### src/design/tdo_pkg.sv
// tdo_pkg: shared constants for the tick dust occupancy and LED timer.
// Register map codes, reset values, LED mode codes and the LED pin function. No dependencies.
`timescale 1ns / 1ps

package tdo_pkg;

    localparam int unsigned WINDOW_W = 16;
    localparam int unsigned PERIOD_W = 8;
    localparam int unsigned COUNT_W  = 16;
    localparam int unsigned ADDR_W   = 4;
    localparam int unsigned DATA_W   = 32;

    typedef logic [1:0] t_reg_idx;
    typedef logic [1:0] t_mode;

    localparam t_reg_idx REG_DUST_WINDOW  = 2'd0;
    localparam t_reg_idx REG_ENV_PERIOD   = 2'd1;
    localparam t_reg_idx REG_SECOND_PERIOD = 2'd2;
    localparam t_reg_idx REG_FLASH_PERIOD = 2'd3;

    localparam logic [WINDOW_W-1:0] DUST_WINDOW_RST   = 16'd931;
    localparam logic [PERIOD_W-1:0] ENV_PERIOD_RST    = 8'd31;
    localparam logic [PERIOD_W-1:0] SECOND_PERIOD_RST = 8'd31;
    localparam logic [PERIOD_W-1:0] FLASH_PERIOD_RST  = 8'd15;

    localparam t_mode MODE_OFF   = 2'd0;
    localparam t_mode MODE_ON    = 2'd1;
    localparam t_mode MODE_FLASH = 2'd2;
    localparam t_mode MODE_HOLD  = 2'd3;

    // Next pin level for one LED given its mode and the flash event.
    function automatic logic drive_pin(logic level, t_mode mode, logic flash_tick);
        logic res;
        case (mode)
            MODE_OFF:   res = 1'b0;
            MODE_ON:    res = 1'b1;
            MODE_FLASH: res = flash_tick ? ~level : level;
            default:    res = level;
        endcase
        return res;
    endfunction

endpackage

### src/design/tdo_tick_if.sv
// tdo_tick_if: tick channel, one beat per timer tick.
// Carries valid, ready and the tick fields. No dependencies.
`timescale 1ns / 1ps

interface tdo_tick_if;
    logic       valid;
    logic       ready;
    logic       dust_pin_one;
    logic       dust_pin_two;
    logic [1:0] led_one_mode;
    logic [1:0] led_two_mode;
    logic       ack_dust;
    logic       ack_env;
    logic       ack_link;

    modport source (
        output valid, dust_pin_one, dust_pin_two, led_one_mode, led_two_mode,
               ack_dust, ack_env, ack_link,
        input  ready
    );
    modport sink (
        input  valid, dust_pin_one, dust_pin_two, led_one_mode, led_two_mode,
               ack_dust, ack_env, ack_link,
        output ready
    );
endinterface

### src/design/tdo_result_if.sv
// tdo_result_if: result channel, one beat per processed tick.
// Carries valid, ready and the result fields. No dependencies.
`timescale 1ns / 1ps

interface tdo_result_if;
    logic        valid;
    logic        ready;
    logic [15:0] dust_count_one;
    logic [15:0] dust_count_two;
    logic        dust_ready;
    logic        env_pending;
    logic        link_check_pending;
    logic        led_one_pin;
    logic        led_two_pin;

    modport source (
        output valid, dust_count_one, dust_count_two, dust_ready, env_pending,
               link_check_pending, led_one_pin, led_two_pin,
        input  ready
    );
    modport sink (
        input  valid, dust_count_one, dust_count_two, dust_ready, env_pending,
               link_check_pending, led_one_pin, led_two_pin,
        output ready
    );
endinterface

### src/design/tick_dust_occupancy_and_led_timer.sv
// tick_dust_occupancy_and_led_timer: dust occupancy counter, event flags, LED driver.
// Depends on tdo_pkg, tdo_tick_if and tdo_result_if.
`timescale 1ns / 1ps

//  channel    | dir | handshake      | payload
//  -----------+-----+----------------+----------------------------------------
//  i_tick     | in  | valid / ready  | dust pins, LED modes, acks (one tick)
//  o_result   | out | valid / ready  | latched counts, flags, LED pin levels
//  APB config | in  | psel / penable | four period registers at 4*index
//
//  A tick beat is taken into an input register, and its update is then
//  applied to the state registers, which also serve as the result register,
//  once the result stage is free. One tick per clock is sustained while the
//  result is not stalled.
//  A stalled result holds the state; the input register still takes one beat
//  while the result waits, so ready drops only when both stages are full.
//  Reset (synchronous, active low) clears all counters, flags and LED pins
//  and loads the register reset values.

module tick_dust_occupancy_and_led_timer
    import tdo_pkg::*;
(
    input  logic                i_clk,
    input  logic                i_rst_n,
    tdo_tick_if.sink            i_tick,
    tdo_result_if.source        o_result,
    input  logic                psel,
    input  logic                penable,
    input  logic                pwrite,
    input  logic [ADDR_W-1:0]   paddr,
    input  logic [DATA_W-1:0]   pwdata,
    output logic [DATA_W-1:0]   prdata,
    output logic                pready
);

    // ------------------------------------------------------------------
    // Configuration registers
    // ------------------------------------------------------------------
    logic [WINDOW_W-1:0] r_dust_window;
    logic [PERIOD_W-1:0] r_env_period;
    logic [PERIOD_W-1:0] r_second_period;
    logic [PERIOD_W-1:0] r_flash_period;

    t_reg_idx cfg_idx;
    logic     cfg_wr;

    assign pready  = 1'b1;
    assign cfg_idx = paddr[ADDR_W-1:2];
    assign cfg_wr  = psel && penable && pwrite && pready;

    always_ff @(posedge i_clk) begin
        if (!i_rst_n) begin
            r_dust_window   <= DUST_WINDOW_RST;
            r_env_period    <= ENV_PERIOD_RST;
            r_second_period <= SECOND_PERIOD_RST;
            r_flash_period  <= FLASH_PERIOD_RST;
        end else if (cfg_wr) begin
            case (cfg_idx)
                REG_DUST_WINDOW:   r_dust_window   <= pwdata[WINDOW_W-1:0];
                REG_ENV_PERIOD:    r_env_period    <= pwdata[PERIOD_W-1:0];
                REG_SECOND_PERIOD: r_second_period <= pwdata[PERIOD_W-1:0];
                REG_FLASH_PERIOD:  r_flash_period  <= pwdata[PERIOD_W-1:0];
                default: ;
            endcase
        end
    end

    always_comb begin
        case (cfg_idx)
            REG_DUST_WINDOW:   prdata = {{(DATA_W-WINDOW_W){1'b0}}, r_dust_window};
            REG_ENV_PERIOD:    prdata = {{(DATA_W-PERIOD_W){1'b0}}, r_env_period};
            REG_SECOND_PERIOD: prdata = {{(DATA_W-PERIOD_W){1'b0}}, r_second_period};
            REG_FLASH_PERIOD:  prdata = {{(DATA_W-PERIOD_W){1'b0}}, r_flash_period};
            default:           prdata = '0;
        endcase
    end

    // ------------------------------------------------------------------
    // Input register stage
    // ------------------------------------------------------------------
    logic       r_in_valid;
    logic       r_pin_one_in;
    logic       r_pin_two_in;
    t_mode      r_mode_one;
    t_mode      r_mode_two;
    logic       r_ack_dust;
    logic       r_ack_env;
    logic       r_ack_link;

    logic       r_out_valid;
    logic       out_free;   // result stage can take a new beat
    logic       adv;        // input stage moves into the state/result stage
    logic       in_take;

    assign out_free       = !r_out_valid || o_result.ready;
    assign adv            = r_in_valid && out_free;
    assign i_tick.ready   = !r_in_valid || out_free;
    assign in_take        = i_tick.valid && i_tick.ready;

    always_ff @(posedge i_clk) begin
        if (!i_rst_n) begin
            r_in_valid <= 1'b0;
        end else if (in_take) begin
            r_in_valid <= 1'b1;
        end else if (adv) begin
            r_in_valid <= 1'b0;
        end
    end

    // payload holds whenever no new beat is taken
    always_ff @(posedge i_clk) begin
        if (in_take) begin
            r_pin_one_in <= i_tick.dust_pin_one;
            r_pin_two_in <= i_tick.dust_pin_two;
            r_mode_one   <= i_tick.led_one_mode;
            r_mode_two   <= i_tick.led_two_mode;
            r_ack_dust   <= i_tick.ack_dust;
            r_ack_env    <= i_tick.ack_env;
            r_ack_link   <= i_tick.ack_link;
        end
    end

    // ------------------------------------------------------------------
    // Tick state (doubles as the result register)
    // ------------------------------------------------------------------
    logic [WINDOW_W-1:0] r_window_cnt, n_window_cnt;
    logic [PERIOD_W-1:0] r_env_cnt, n_env_cnt;
    logic [PERIOD_W-1:0] r_second_cnt, n_second_cnt;
    logic [PERIOD_W-1:0] r_flash_cnt, n_flash_cnt;
    logic [COUNT_W-1:0]  r_occ_one, n_occ_one;
    logic [COUNT_W-1:0]  r_occ_two, n_occ_two;
    logic [COUNT_W-1:0]  r_latched_one, n_latched_one;
    logic [COUNT_W-1:0]  r_latched_two, n_latched_two;
    logic                r_ready_flag, n_ready_flag;
    logic                r_env_flag, n_env_flag;
    logic                r_link_flag, n_link_flag;
    logic [1:0]          r_pin_levels, n_pin_levels;

    logic [WINDOW_W-1:0] win_inc;
    logic [PERIOD_W-1:0] env_inc, sec_inc, fl_inc;
    logic [COUNT_W-1:0]  occ_one_inc, occ_two_inc;
    logic                win_fire, env_fire, sec_fire, flash_tick;

    always_comb begin
        // advance counters, saturating at full scale
        win_inc = (r_window_cnt == '1) ? r_window_cnt : r_window_cnt + 1'b1;
        env_inc = (r_env_cnt    == '1) ? r_env_cnt    : r_env_cnt + 1'b1;
        sec_inc = (r_second_cnt == '1) ? r_second_cnt : r_second_cnt + 1'b1;
        fl_inc  = (r_flash_cnt  == '1) ? r_flash_cnt  : r_flash_cnt + 1'b1;

        // count a low pin
        occ_one_inc = (!r_pin_one_in && r_occ_one != '1) ? r_occ_one + 1'b1 : r_occ_one;
        occ_two_inc = (!r_pin_two_in && r_occ_two != '1) ? r_occ_two + 1'b1 : r_occ_two;

        // a period of zero reads as reached on every tick
        win_fire   = win_inc >= r_dust_window;
        env_fire   = env_inc >= r_env_period;
        sec_fire   = sec_inc >= r_second_period;
        flash_tick = fl_inc  >= r_flash_period;

        n_window_cnt = win_fire   ? '0 : win_inc;
        n_env_cnt    = env_fire   ? '0 : env_inc;
        n_second_cnt = sec_fire   ? '0 : sec_inc;
        n_flash_cnt  = flash_tick ? '0 : fl_inc;

        n_occ_one     = win_fire ? '0 : occ_one_inc;
        n_occ_two     = win_fire ? '0 : occ_two_inc;
        n_latched_one = win_fire ? occ_one_inc : r_latched_one;
        n_latched_two = win_fire ? occ_two_inc : r_latched_two;

        // ack drops the flag first, an event on the same tick sets it again
        n_ready_flag = win_fire || (r_ready_flag && !r_ack_dust);
        n_env_flag   = env_fire || (r_env_flag   && !r_ack_env);
        n_link_flag  = sec_fire || (r_link_flag  && !r_ack_link);

        n_pin_levels[0] = drive_pin(r_pin_levels[0], r_mode_one, flash_tick);
        n_pin_levels[1] = drive_pin(r_pin_levels[1], r_mode_two, flash_tick);
    end

    always_ff @(posedge i_clk) begin
        if (!i_rst_n) begin
            r_window_cnt  <= '0;
            r_env_cnt     <= '0;
            r_second_cnt  <= '0;
            r_flash_cnt   <= '0;
            r_occ_one     <= '0;
            r_occ_two     <= '0;
            r_latched_one <= '0;
            r_latched_two <= '0;
            r_ready_flag  <= 1'b0;
            r_env_flag    <= 1'b0;
            r_link_flag   <= 1'b0;
            r_pin_levels  <= '0;
        end else if (adv) begin
            r_window_cnt  <= n_window_cnt;
            r_env_cnt     <= n_env_cnt;
            r_second_cnt  <= n_second_cnt;
            r_flash_cnt   <= n_flash_cnt;
            r_occ_one     <= n_occ_one;
            r_occ_two     <= n_occ_two;
            r_latched_one <= n_latched_one;
            r_latched_two <= n_latched_two;
            r_ready_flag  <= n_ready_flag;
            r_env_flag    <= n_env_flag;
            r_link_flag   <= n_link_flag;
            r_pin_levels  <= n_pin_levels;
        end
    end

    always_ff @(posedge i_clk) begin
        if (!i_rst_n) begin
            r_out_valid <= 1'b0;
        end else if (adv) begin
            r_out_valid <= 1'b1;
        end else if (o_result.ready) begin
            r_out_valid <= 1'b0;
        end
    end

    // drive the result beat straight from the state
    assign o_result.valid              = r_out_valid;
    assign o_result.dust_count_one     = r_latched_one;
    assign o_result.dust_count_two     = r_latched_two;
    assign o_result.dust_ready         = r_ready_flag;
    assign o_result.env_pending        = r_env_flag;
    assign o_result.link_check_pending = r_link_flag;
    assign o_result.led_one_pin        = r_pin_levels[0];
    assign o_result.led_two_pin        = r_pin_levels[1];

    // ------------------------------------------------------------------
    // Assertions
    // ------------------------------------------------------------------
    a_ready_low_only_when_full: assert property (@(posedge i_clk) disable iff (!i_rst_n)
        !i_tick.ready |-> (r_in_valid && r_out_valid && !o_result.ready))
        else $error("tick ready low while a stage is free");

    a_in_beat_kept: assert property (@(posedge i_clk) disable iff (!i_rst_n)
        (r_in_valid && !adv) |=> r_in_valid)
        else $error("input beat dropped without advancing");

    a_state_holds_on_stall: assert property (@(posedge i_clk) disable iff (!i_rst_n)
        !adv |=> ($stable(r_latched_one) && $stable(r_pin_levels)
                  && $stable(r_window_cnt)))
        else $error("state changed without a tick");

    a_latch_restarts_counts: assert property (@(posedge i_clk) disable iff (!i_rst_n)
        $rose(r_ready_flag) |-> (r_occ_one == '0 && r_occ_two == '0
                                 && r_window_cnt == '0))
        else $error("counts not restarted on window latch");

endmodule
### src/flat_wrapper.sv
// flat-port wrapper written by rule: the top's interface ports become plain ports
module tick_dust_occupancy_and_led_timer_flat import tdo_pkg::*;
  (i_clk, i_rst_n, psel, penable, pwrite, paddr, pwdata, prdata, pready, i_tick_valid, i_tick_dust_pin_one, i_tick_dust_pin_two, i_tick_led_one_mode, i_tick_led_two_mode, i_tick_ack_dust, i_tick_ack_env, i_tick_ack_link, i_tick_ready, o_result_valid, o_result_dust_count_one, o_result_dust_count_two, o_result_dust_ready, o_result_env_pending, o_result_link_check_pending, o_result_led_one_pin, o_result_led_two_pin, o_result_ready);
  tdo_tick_if i_tick_i ();
  tdo_result_if o_result_i ();
  input  logic i_clk;
  input  logic i_rst_n;
  input  logic psel;
  input  logic penable;
  input  logic pwrite;
  input  logic [ADDR_W-1:0] paddr;
  input  logic [DATA_W-1:0] pwdata;
  output logic [DATA_W-1:0] prdata;
  output logic pready;
  input wire logic [$bits(i_tick_i.valid)-1:0] i_tick_valid;
  input wire logic [$bits(i_tick_i.dust_pin_one)-1:0] i_tick_dust_pin_one;
  input wire logic [$bits(i_tick_i.dust_pin_two)-1:0] i_tick_dust_pin_two;
  input wire logic [$bits(i_tick_i.led_one_mode)-1:0] i_tick_led_one_mode;
  input wire logic [$bits(i_tick_i.led_two_mode)-1:0] i_tick_led_two_mode;
  input wire logic [$bits(i_tick_i.ack_dust)-1:0] i_tick_ack_dust;
  input wire logic [$bits(i_tick_i.ack_env)-1:0] i_tick_ack_env;
  input wire logic [$bits(i_tick_i.ack_link)-1:0] i_tick_ack_link;
  output wire logic [$bits(i_tick_i.ready)-1:0] i_tick_ready;
  output wire logic [$bits(o_result_i.valid)-1:0] o_result_valid;
  output wire logic [$bits(o_result_i.dust_count_one)-1:0] o_result_dust_count_one;
  output wire logic [$bits(o_result_i.dust_count_two)-1:0] o_result_dust_count_two;
  output wire logic [$bits(o_result_i.dust_ready)-1:0] o_result_dust_ready;
  output wire logic [$bits(o_result_i.env_pending)-1:0] o_result_env_pending;
  output wire logic [$bits(o_result_i.link_check_pending)-1:0] o_result_link_check_pending;
  output wire logic [$bits(o_result_i.led_one_pin)-1:0] o_result_led_one_pin;
  output wire logic [$bits(o_result_i.led_two_pin)-1:0] o_result_led_two_pin;
  input wire logic [$bits(o_result_i.ready)-1:0] o_result_ready;
  assign i_tick_i.valid = i_tick_valid;
  assign i_tick_i.dust_pin_one = i_tick_dust_pin_one;
  assign i_tick_i.dust_pin_two = i_tick_dust_pin_two;
  assign i_tick_i.led_one_mode = i_tick_led_one_mode;
  assign i_tick_i.led_two_mode = i_tick_led_two_mode;
  assign i_tick_i.ack_dust = i_tick_ack_dust;
  assign i_tick_i.ack_env = i_tick_ack_env;
  assign i_tick_i.ack_link = i_tick_ack_link;
  assign i_tick_ready = i_tick_i.ready;
  assign o_result_valid = o_result_i.valid;
  assign o_result_dust_count_one = o_result_i.dust_count_one;
  assign o_result_dust_count_two = o_result_i.dust_count_two;
  assign o_result_dust_ready = o_result_i.dust_ready;
  assign o_result_env_pending = o_result_i.env_pending;
  assign o_result_link_check_pending = o_result_i.link_check_pending;
  assign o_result_led_one_pin = o_result_i.led_one_pin;
  assign o_result_led_two_pin = o_result_i.led_two_pin;
  assign o_result_i.ready = o_result_ready;
  tick_dust_occupancy_and_led_timer u_core (.i_clk(i_clk), .i_rst_n(i_rst_n), .i_tick(i_tick_i), .o_result(o_result_i), .psel(psel), .penable(penable), .pwrite(pwrite), .paddr(paddr), .pwdata(pwdata), .prdata(prdata), .pready(pready));
endmodule
### config.mk
export PLATFORM = sky130hd
export DESIGN_NAME = tick_dust_occupancy_and_led_timer_flat
export DESIGN_NICKNAME = d
export VERILOG_FILES = /design/src/design/tdo_pkg.sv /design/src/design/tdo_tick_if.sv /design/src/design/tdo_result_if.sv /design/src/design/tick_dust_occupancy_and_led_timer.sv /design/src/flat_wrapper.sv
export SDC_FILE = /design/constraint.sdc
export NUM_CORES = 1
export LEC_CHECK = 0
export BUFFER_PORTS_ARGS = -buffer_cell sky130_fd_sc_hd__buf_2
export CORE_MARGIN = 4
export CORE_UTILIZATION = 58
export DETAILED_ROUTE_END_ITERATION = 12
export GPL_TIMING_DRIVEN = 1
export PLACE_DENSITY = 0.81
export SLEW_MARGIN = 25
export SYNTH_ARGS = -nofsm -noshare
export SYNTH_HDL_FRONTEND = slang
export SYNTH_SLANG_ARGS = --single-unit
export TNS_END_PERCENT = 30
### constraint.sdc
create_clock -name i_clk -period 3.72 [get_ports i_clk]
set_input_delay 0.186 -clock i_clk [delete_from_list [all_inputs] [get_ports i_clk]]
set_output_delay 0.186 -clock i_clk [all_outputs]
set_load 0.05 [all_outputs]
After elaboration in Yosys (flattened, before gate mapping)

Cells that the tools add are included.

Register bits: 160
Output and inout port bits: 72

Add/sub/neg operators: 6
$lt $le $gt $ge: 4
Equality and inequality tests: 15
Multiplexer cells: 21
Bitwise gates (word level): 2
Reduce and logical (&&, ||, !) cells: 35

Operators by type and width:

| cell                    | number |
|---|---|
| $pmux W32 S4            | 1 |
| $mux W16                | 6 |
| $add A16 B1 Y16 const B | 3 |
| $mux W8                 | 6 |
| $ne A16 B16 Y1 const B  | 2 |
| $add A8 B1 Y8 const B   | 3 |
| $eq A8 B8 Y1 const B    | 3 |
| $ge A8 B8 Y1            | 3 |
| $eq A16 B16 Y1 const B  | 1 |
| $ge A16 B16 Y1          | 1 |
| $reduce_and A2 Y1       | 5 |
| $logic_and A1 B1 Y1     | 9 |
| $eq A2 B2 Y1 const B    | 4 |
| $logic_not A1 Y1        | 7 |
| $eq A2 B1 Y1 const B    | 3 |
| $logic_not A2 Y1        | 3 |
| $mux W1                 | 6 |
| $pmux W1 S3             | 2 |
| $reduce_and A3 Y1       | 2 |
| $reduce_bool A3 Y1      | 2 |
| $logic_or A1 B1 Y1      | 5 |
| $ne A2 B1 Y1 const B    | 2 |
| $reduce_bool A2 Y1      | 2 |
| $not A1 Y1              | 2 |

Depth between registers and ports, before layout

Gate-level depths: netlist (run 1).

Depth in word-level cells: 5
Mapped depth: 16

Worst setup path after synthesis (run 1)

Ideal clock, no wire load.

Path type: reg2reg
Start: register u_core.r_window_cnt[0]
End: register u_core.r_window_cnt[11]
Arrival time: 3.154 ns
Data required time: 3.646 ns
Setup slack: 0.492 ns
Stages on the path, launching flop included: 16
Clock period less this slack: 3.228 ns
Path through: dfxtp_1 -> ha_1 -> and4_1 -> nand4_1 -> or2_1 -> buf_2 -> xnor2_1 -> ha_1 -> nand2b_1 -> a2111o_1 -> a31oi_1 -> o21a_2 -> buf_6 -> buf_4 -> a21oi_1 -> a31oi_1

Word-level cells in the longest chain between the ends: 4

RTL lines:

| item                                                     | RTL line                                 | source |
|---|---|---|
| from (decl)                                              | tick_dust_occupancy_and_led_timer.sv:126 | `logic [WINDOW_W-1:0] r_window_cnt, n_window_cnt;` |
| from (signal assigned)                                   | tick_dust_occupancy_and_led_timer.sv:195 | `r_window_cnt <= n_window_cnt;` |
| $add A16 B1 Y16 / $eq A16 B16 Y1 (equally long branches) | tick_dust_occupancy_and_led_timer.sv:146 | `win_inc = (r_window_cnt == '1) ? r_window_cnt : r_window_cnt + 1'b1;` |
| $mux W16 *                                               | tick_dust_occupancy_and_led_timer.sv:146 |  |
| $ge A16 B16 Y1                                           | tick_dust_occupancy_and_led_timer.sv:156 | `win_fire = win_inc >= r_dust_window;` |
| $mux W16 *                                               | tick_dust_occupancy_and_led_timer.sv:161 | `n_window_cnt = win_fire ? '0 : win_inc;` |

Mark *: on every way between the ends. The rest lies on a longest branch, timed or not.
A chain may end at the register's enable or synchronous reset.

Worst setup path after layout (run 1)

Start: register u_core.r_window_cnt[0]
End: register u_core.r_occ_two[0]

Word-level cells in the longest chain between the ends: 4

RTL lines:

| item                                                     | RTL line                                 | source |
|---|---|---|
| $add A16 B1 Y16 / $eq A16 B16 Y1 (equally long branches) | tick_dust_occupancy_and_led_timer.sv:146 |  |
| $mux W16 *                                               | tick_dust_occupancy_and_led_timer.sv:146 |  |
| $ge A16 B16 Y1 *                                         | tick_dust_occupancy_and_led_timer.sv:156 |  |
| $mux W16 *                                               | tick_dust_occupancy_and_led_timer.sv:167 | `n_occ_two = win_fire ? '0 : occ_two_inc;` |
| to (signal assigned)                                     | tick_dust_occupancy_and_led_timer.sv:200 | `r_occ_two <= n_occ_two;` |
| to (decl)                                                | tick_dust_occupancy_and_led_timer.sv:131 | `logic [COUNT_W-1:0] r_occ_two, n_occ_two;` |

Marked as above.

==> results of run 1 <==
-- kinds of logic (layout without fill, tap and decap cells) --
group,after synthesis,in the layout
adder cells (fa/ha/maj),52,52
AND/OR/NAND/NOR,395,395
XOR/XNOR,40,40
multiplexers,31,31
other,2,18
buffers and inverters,123,208
flip-flops,160,160
AO/OA/AOI/OAI,242,242
-- cells in the final DEF, fill, tap and decap left out, drive strengths merged, types with 8 or more instances in the layout --
master,n
a21o,8
buf,107
nor2,81
mux2,9
nand3,47
edfxtp,9
dlygate4sd3,18
nand2b,16
mux4,8
nor3,23
clkbuf,23
o21a,13
nand4,21
a31oi,29
o211ai,17
nor2b,8
and2,16
a21oi,70
a211oi,26
nand2,133
a22o,12
and4,11
o21ai,34
xnor2,25
conb,17
xor2,15
mux2i,14
and3,24
ha,52
dfxtp,151
inv,51
-- worst max-delay path: cells and delay by family, from the launching register on --
kind                     cells  cell delay, ps
AO/OA/AOI/OAI                4            1110
XOR/XNOR                     1             180
adder cells (fa/ha/maj)      2             480
buffers and inverters        1             190
flip-flops                   1             410
multiplexers                 1             190
AND/OR/NAND/NOR              4             880
-- through the flow --
step | instance area (µm²) | instances | total power (µW)
final | 10100 | 1330 | 3880
after global routing | 10100 | 1330 | 4000
after CTS | 10100 | 1329 | 3890
after detailed placement | 9350 | 1279 | 2150
after global placement | 9350 | 1279 | 2140
after floorplan | 8870 | 1060 | 2080
-- registers in the layout, indices dropped and copies added, names as in the netlist, 16 cells and up --
name / count
u_core.o_result.dust_count_one: 16
u_core.o_result.dust_count_two: 16
u_core.r_dust_window: 16
u_core.r_occ_one: 16
u_core.r_occ_two: 16
u_core.r_window_cnt: 16
-- metal layers --
| metal | vias up | part of all wire (%) | GRT usage (%) | routed length [µm] |
|---|---|---|---|---|
| li1 | 3894 | - | - | - |
| met1 | 3672 | 44 | 29.9 | 9060 |
| met5 | - | 0 | 0 | 0 |
| met4 | 0 | 2.0 | 7.76 | 416 |
| met3 | 37 | 5.1 | 5.58 | 1060 |
| met2 | 225 | 49 | 40.6 | 10200 |
-- worst max path at each step --
| stage | slack (ps) | to | startpoint | depth (start not counted) |
|---|---|---|---|---|
| 6_report | 210 | u_core.r_occ_two[0] | u_core.r_window_cnt[0] | 13 |
| 5_1_grt | 10 | u_core.r_window_cnt[8] | u_core.r_window_cnt[0] | 13 |
| 4_1_cts | 70 | u_core.r_occ_one[4] | u_core.r_window_cnt[0] | 13 |
| 3_5_place_dp | 120 | u_core.r_occ_one[4] | u_core.r_window_cnt[0] | 13 |
| 3_3_place_gp | 220 | u_core.r_occ_one[0] | u_core.r_window_cnt[0] | 13 |
| 2_1_floorplan | 490 | u_core.r_window_cnt[11] | u_core.r_window_cnt[0] | 15 |
-- timing repair --
action                     4_1_cts  5_1_grt
resized for setup                0        9
hold endpoints to repair        18        0
hold buffers                    18        0
setup endpoints to repair        0       70
-- power groups by stage --
stage	Sequential, µW	Combinational (µW)	Clock, µW
finish	1790	347	1740
global route	1790	380	1830
CTS	1790	344	1760
detailed placement	1820	327	0
global placement	1820	319	0
floorplan	1820	258	0
-- layout make-up --
type	instances	area share, %
multi-input combinational	777	49.8
sequential	160	32.5
timing repair buffer	125	7.77
clock buffer	23	4.72
tap	184	2.27
inverter	51	1.89
clock inverter	9	1.06
antenna	1	0.0247
-- cell usage after synthesis (3+ instances only) --
cell type  number
nand2b_1       16
nand2_1       133
a211oi_1       25
ha_1           52
mux4_2          8
xnor2_1        25
a21oi_1        70
mux2i_1        14
buf_2           8
nor2_1         80
a311oi_1        5
and2_1         14
clkbuf_1       38
xor2_1         15
nand3_1        47
nor2b_1         8
o21ai_0        31
nand4_1        20
inv_1          50
o211ai_1       17
a21o_1          8
or3_1           5
edfxtp_1        9
o21ai_1         3
buf_4          19
o21a_1         12
nor3_1         22
a31oi_1        28
a22o_1         12
buf_6           3
dfxtp_1       151
a41o_1          4
a22oi_1         3
mux2_2          9
and4_1         11
and3_1         23
==> metrics.md, run 1 <==
| Metric | Value |
|---|---|
| Die Span Y | `131 µm` |
| CTS Buffer Depth | `2` |
| Net Switching | `951 µW` |
| Leakage | `0.00420 µW` |
| Flip-flop and latch area | `3290 µm²` |
| RSZ-0062 raised after global routing | `no` |
| Buffers added on ports | `88` |
| # setup viols final | `0` |
| # rows | `44` |
| Area Overhead vs Synth | `15.1%` |
| GP Congestion | `0.876` |
| Sequential area share after synthesis | `37.3%` |
| Final Cycle Share | `94.3%` |
| WL/cell | `15.6 µm` |
| Comb pwr share | `9.0%` |
| Fillers | `1154` |
| Initial antenna violation count | `1` |
| Required @ worst endpoint | `4100 ps` |
| Synth Flop Type | `dfxtp_1` |
| Post-synthesis simple-gate area fraction | `21.8%` |
| Mux share of post-synthesis cell area | `4.78%` |
| Hold path depth | `3` |
| Post-CTS Repair Setup Buffers | `0` |
| CTS tree | `yes` |
| #FFs+latches synth | `160` |
| Post-Synthesis Cells | `1045` |
| Core Area | `14700 µm²` |
| Worst Hold End | `u_core.r_dust_window[2]` |
| R2r endpoint | `u_core.r_occ_two[0]` |
| Grt ovf | `0` |
| Gr usage total | `23.8%` |
| DRT iter0 DRCs | `638` |
| Crit end category | `register` |
| CTS clock-pin slew for the worst setup and hold paths | `60 ps` |
| Drt via density | `5.89` |
| Number of CTS-inserted buffers | `17` |
| Post-synthesis compound-gate area fraction | `18.2%` |
| Hold Crit Class | `in2reg` |
| Mapped cell area | `8820 µm²` |
| Setup_tns | `0 ps` |
| Sequential Power Share | `46.1%` |
| Routed vias | `7828` |
| Worst VDD drop | `0.334 mV` |
| Worst R2R Start | `u_core.r_window_cnt[0]` |
| H-tree depth | `4` |
| First-pass GRT wire length | `34400 µm` |
| Setup Slack @ Placement | `123 ps` |
| Critical path class | `reg2reg` |
| CP cell instances | `ha_1 -> and4_1 -> nand4_1 -> or2_4 -> xnor2_1 -> ha_1 -> nand2b_1 -> a2111o_1 -> a31oi_1 -> o21ai_0 -> buf_4 -> o21ai_0 -> mux2_2` |
| Status | `complete, no violations` |
| Multi-input gate area | `5050 µm²` |
| Vias in the first global route | `7156` |
| Final nets | `1236` |
| Drc violations | `0` |
| Post-synth EDFFs | `9` |
| Final Critical Period | `3510 ps` |
| Worst slew margin | `39.4%` |
| Critical path arrival | `3880 ps` |
| Hold Vio Cnt, Final | `0` |
| Synth Area per Inst | `8.44 µm²` |
| Reg-to-reg slack, setup | `210 ps` |
| Core Util, Final | `69.0%` |
| Slowest-stage cell, CP | `a2111o_1` |
| HPWL after DPL | `14400 µm` |
| Switching Fraction | `24.5%` |
| Synth warn | `0` |
| TritonCTS Sinks | `160` |
| Full die area | `17200 µm²` |
| Synth top area cells | `dfxtp_1 34%, ha_1 7.4%, nand2_1 5.7%, a21oi_1 4.0%, nor2_1 3.4%` |
| Worst slew pin tran | `906 ps` |
| F_max | `285 MHz` |
| R2r worst-path depth | `13` |
| Post-route ant nets | `0` |
| WL final | `20800 µm` |
| I/O pin cnt | `124` |
| Fin Clk Skew | `7.91 ps` |
| Initial Utilization | `60.0%` |
| CTS root buffer | `clkbuf_16` |
| Share of cells above drive strength 1 | `15.1%` |
| Worst setup margin | `213 ps` |
| Startpoint Class | `register` |
| Post-synthesis adder-cell area fraction | `7.38%` |
| Pint | `2930 µW` |
| Part of the power in the clock network | `44.9%` |
| Post-synth top area share | `34.3%` |
| Min-delay src | `pwdata[2]` |
| Skew-Pair Late Insertion Delay | `430 ps` |
| Cell Pwr Density | `382 nW/µm²` |
| Largest family of logic cells by synthesized area | `simple AND/OR/NAND/NOR gates` |
| Die width | `131 µm` |
| Max-slew violations | `0` |
| CP peak stage delay | `450 ps` |
| Minimum hold slack | `33.8 ps` |
| Async SR Flop Fraction | `0%` |
| First drt pass iteration count | `7` |
| Yosys cell types | `71` |
| Cell taking the most area after synthesis | `dfxtp_1` |
| MaxCap Viol Count | `0` |
| Crit-path max FO | `14` |
| Synth Area in XOR/XNOR | `3.97%` |
| Largest net degree at the start of global routing | `40` |
Note: power is estimated with default switching activity, not from simulation.
==> inputs of run 2 (changes only) <==
REMOVE_ABC_BUFFERS = 1   (was unset)
SETUP_SLACK_MARGIN = 0.5   (was unset)
==> metrics.md, run 2 (synthesis results as in run 1) <==
| Metric | Value |
|---|---|
| Buffers added on ports | `88` |
| RSZ-0062 raised after global routing | `yes` |
| Minimum hold slack | `25.2 ps` |
| Vias in the first global route | `7589` |
| Sequential Power Share | `44.7%` |
| WL met3 | `1930 µm` |
| H-tree depth | `4` |
| CTS root buffer | `clkbuf_16` |
| Drt via density | `6.21` |
| Worst VDD drop | `0.297 mV` |
| TritonCTS Sinks | `160` |
| Initial antenna violation count | `0` |
| Worst Hold End | `u_core.r_dust_window[3]` |
| Core Util, Final | `76.1%` |
| F_max | `286 MHz` |
| Hold path depth | `3` |
| Number of CTS-inserted buffers | `17` |
| Gr usage total | `25.5%` |
| Required @ worst endpoint | `4060 ps` |
| Part of the power in the clock network | `43.9%` |
| Most common cell after layout, fill and taps aside | `dfxtp_1` |
| Reg-to-reg slack, setup | `230 ps` |
| Share of cells above drive strength 1 | `24.6%` |
| Max-slew violations | `0` |
| GP Congestion | `0.841` |
| Drc violations | `0` |
| Fin Clk Skew | `16.1 ps` |
| Critical path class | `reg2reg` |
| HPWL after DPL | `14100 µm` |
| Top layer reached by signal wires | `met4` |
| Initial Utilization | `60.0%` |
| CTS Buffer Depth | `2` |
| R2r endpoint | `u_core.r_window_cnt[6]` |
| Critical path arrival | `3840 ps` |
| Hold Vio Cnt, Final | `0` |
| Grt ovf | `0` |
| Hold Crit Class | `in2reg` |
| WL final | `25600 µm` |
| First drt pass iteration count | `8` |
| Final Critical Period | `3490 ps` |
| Startpoint Class | `register` |
| CTS tree | `yes` |
| I/O pin cnt | `124` |
| Area Overhead vs Synth | `26.9%` |
| Pint | `2960 µW` |
| Final nets | `1284` |
| Status | `complete, no violations` |
| Fillers | `955` |
| # setup viols final | `0` |
| Core Area | `14700 µm²` |
| Routed vias | `8551` |
| Crit-path max FO | `6` |
| WL/cell | `18.6 µm` |
| # rows | `44` |
| Worst slew margin | `32.1%` |
| Net Switching | `1030 µW` |
| N_diodes | `0` |
| MaxCap Viol Count | `0` |
| Final Cycle Share | `93.9%` |
| Met2 WL | `12400 µm` |
| First-pass GRT wire length | `36800 µm` |
| Comb pwr share | `11.4%` |
| Skew-Pair Late Insertion Delay | `450 ps` |
| Cell Pwr Density | `357 nW/µm²` |
| Post-route ant nets | `0` |
| Full die area | `17200 µm²` |
| Largest net degree at the start of global routing | `64` |
| Most frequent cells in the layout | `137 x dfxtp_1, 126 x nand2_1, 88 x buf_2, 78 x nor2_1, 59 x a21oi_1` |
| CTS clock-pin slew for the worst setup and hold paths | `70 ps` |
| M1 wire length | `10300 µm` |
| DRT iter0 DRCs | `1186` |
| Die Span Y | `131 µm` |
| Worst slew pin tran | `1010 ps` |
| R2r worst-path depth | `15` |
| Crit end category | `register` |
| Switching Fraction | `25.9%` |
| Min-delay src | `pwdata[3]` |
| Worst R2R Start | `u_core.r_window_cnt[9]` |
| Leakage | `0.00462 µW` |
| Die width | `131 µm` |
## run 2: cell types whose count changed in the layout (fill, tap and decap cells not counted), moves of 5 or more
cell | before | now
buf_4 | 17 | 42
o21ai_1 | 3 | 8
o21ai_0 | 31 | 19
buf_6 | 0 | 7
dfxtp_2 | 1 | 10
nand2_1 | 133 | 126
buf_12 | 2 | 7
o21ai_2 | 0 | 7
dfxtp_1 | 150 | 137
a21oi_1 | 69 | 59
nand2_2 | 0 | 7
buf_16 | 0 | 5
ha_1 | 52 | 46
a21oi_2 | 1 | 9
## run 2: worst max path at each step
stage               cells past startpoint                   start                                  to  slack (ps)
global placement                       15  u_core.r_window_cnt[1]  u_core.o_result.dust_count_two[12]         180
floorplan                              13  u_core.r_window_cnt[0]   u_core.o_result.dust_count_one[8]        -480
detailed placement                     15  u_core.r_window_cnt[1]  u_core.o_result.dust_count_two[13]         110
CTS                                    11     u_core.r_env_cnt[0]                 u_core.r_env_cnt[4]         370
global route                           15  u_core.r_window_cnt[9]              u_core.r_window_cnt[6]         120
finish                                 15  u_core.r_window_cnt[9]              u_core.r_window_cnt[6]         230
## run 2: metal layers
| layer | vias to the layer above | track usage, % |
|---|---|---|
| li1 | 3993 | - |
| met1 | 4004 | 32.4 |
| met2 | 444 | 42.3 |
| met3 | 110 | 6.00 |
| met4 | 0 | 10.1 |
| met5 | - | 0 |
## run 2: per-stage QoR
stage               setup slack (ps)  TNS [ps]  cell area [µm²]  total power [µW]  cells
CTS                              369         0            10600              3940   1355
detailed placement               112         0             9370              2160   1281
global route                     123         0            11200              4120   1377
finish                           227         0            11200              4000   1377
global placement                 180         0             9370              2150   1281
floorplan                       -477    -11630             8500              2040    988
## run 2: power by group through the flow
stage          Combinational (µW)  Clock, µW  Sequential [µW]
2_1_floorplan                 221          0             1820
3_3_place_gp                  336          0             1820
3_5_place_dp                  345          0             1820
4_1_cts                       403       1760             1790
5_1_grt                       487       1840             1790
6_report                      455       1750             1790
## run 2: area by class of cell
class	instances	area, µm²	share of cell area [%]
timing repair buffer	173	1450	13.0
inverter	51	191	1.71
clock buffer	20	457	4.08
tap	184	230	2.06
clock inverter	12	133	1.19
multi-input combinational	777	5410	48.3
sequential	160	3320	29.7
## run 2: worst max-delay path, stage by stage, from the launching register on
cell and delay, ps:
dfxtp_4 380, and4_4 240, nand2_2 80, o31ai_4 320, nor2_1 100, xor2_1 250
ha_1 290, a21o_1 180, a221o_1 340, a211oi_2 310, o21a_4 260, buf_6 120
buf_12 100, buf_16 110, a21oi_1 70, a31oi_1 230
## run 2: timing repair
item	in CTS	in global routing
gates cloned	6	5
hold buffers	18	0
resized for setup	43	81
buffers inserted	18	17
setup endpoints to repair	103	109
hold endpoints to repair	18	0
pin swaps	15	41
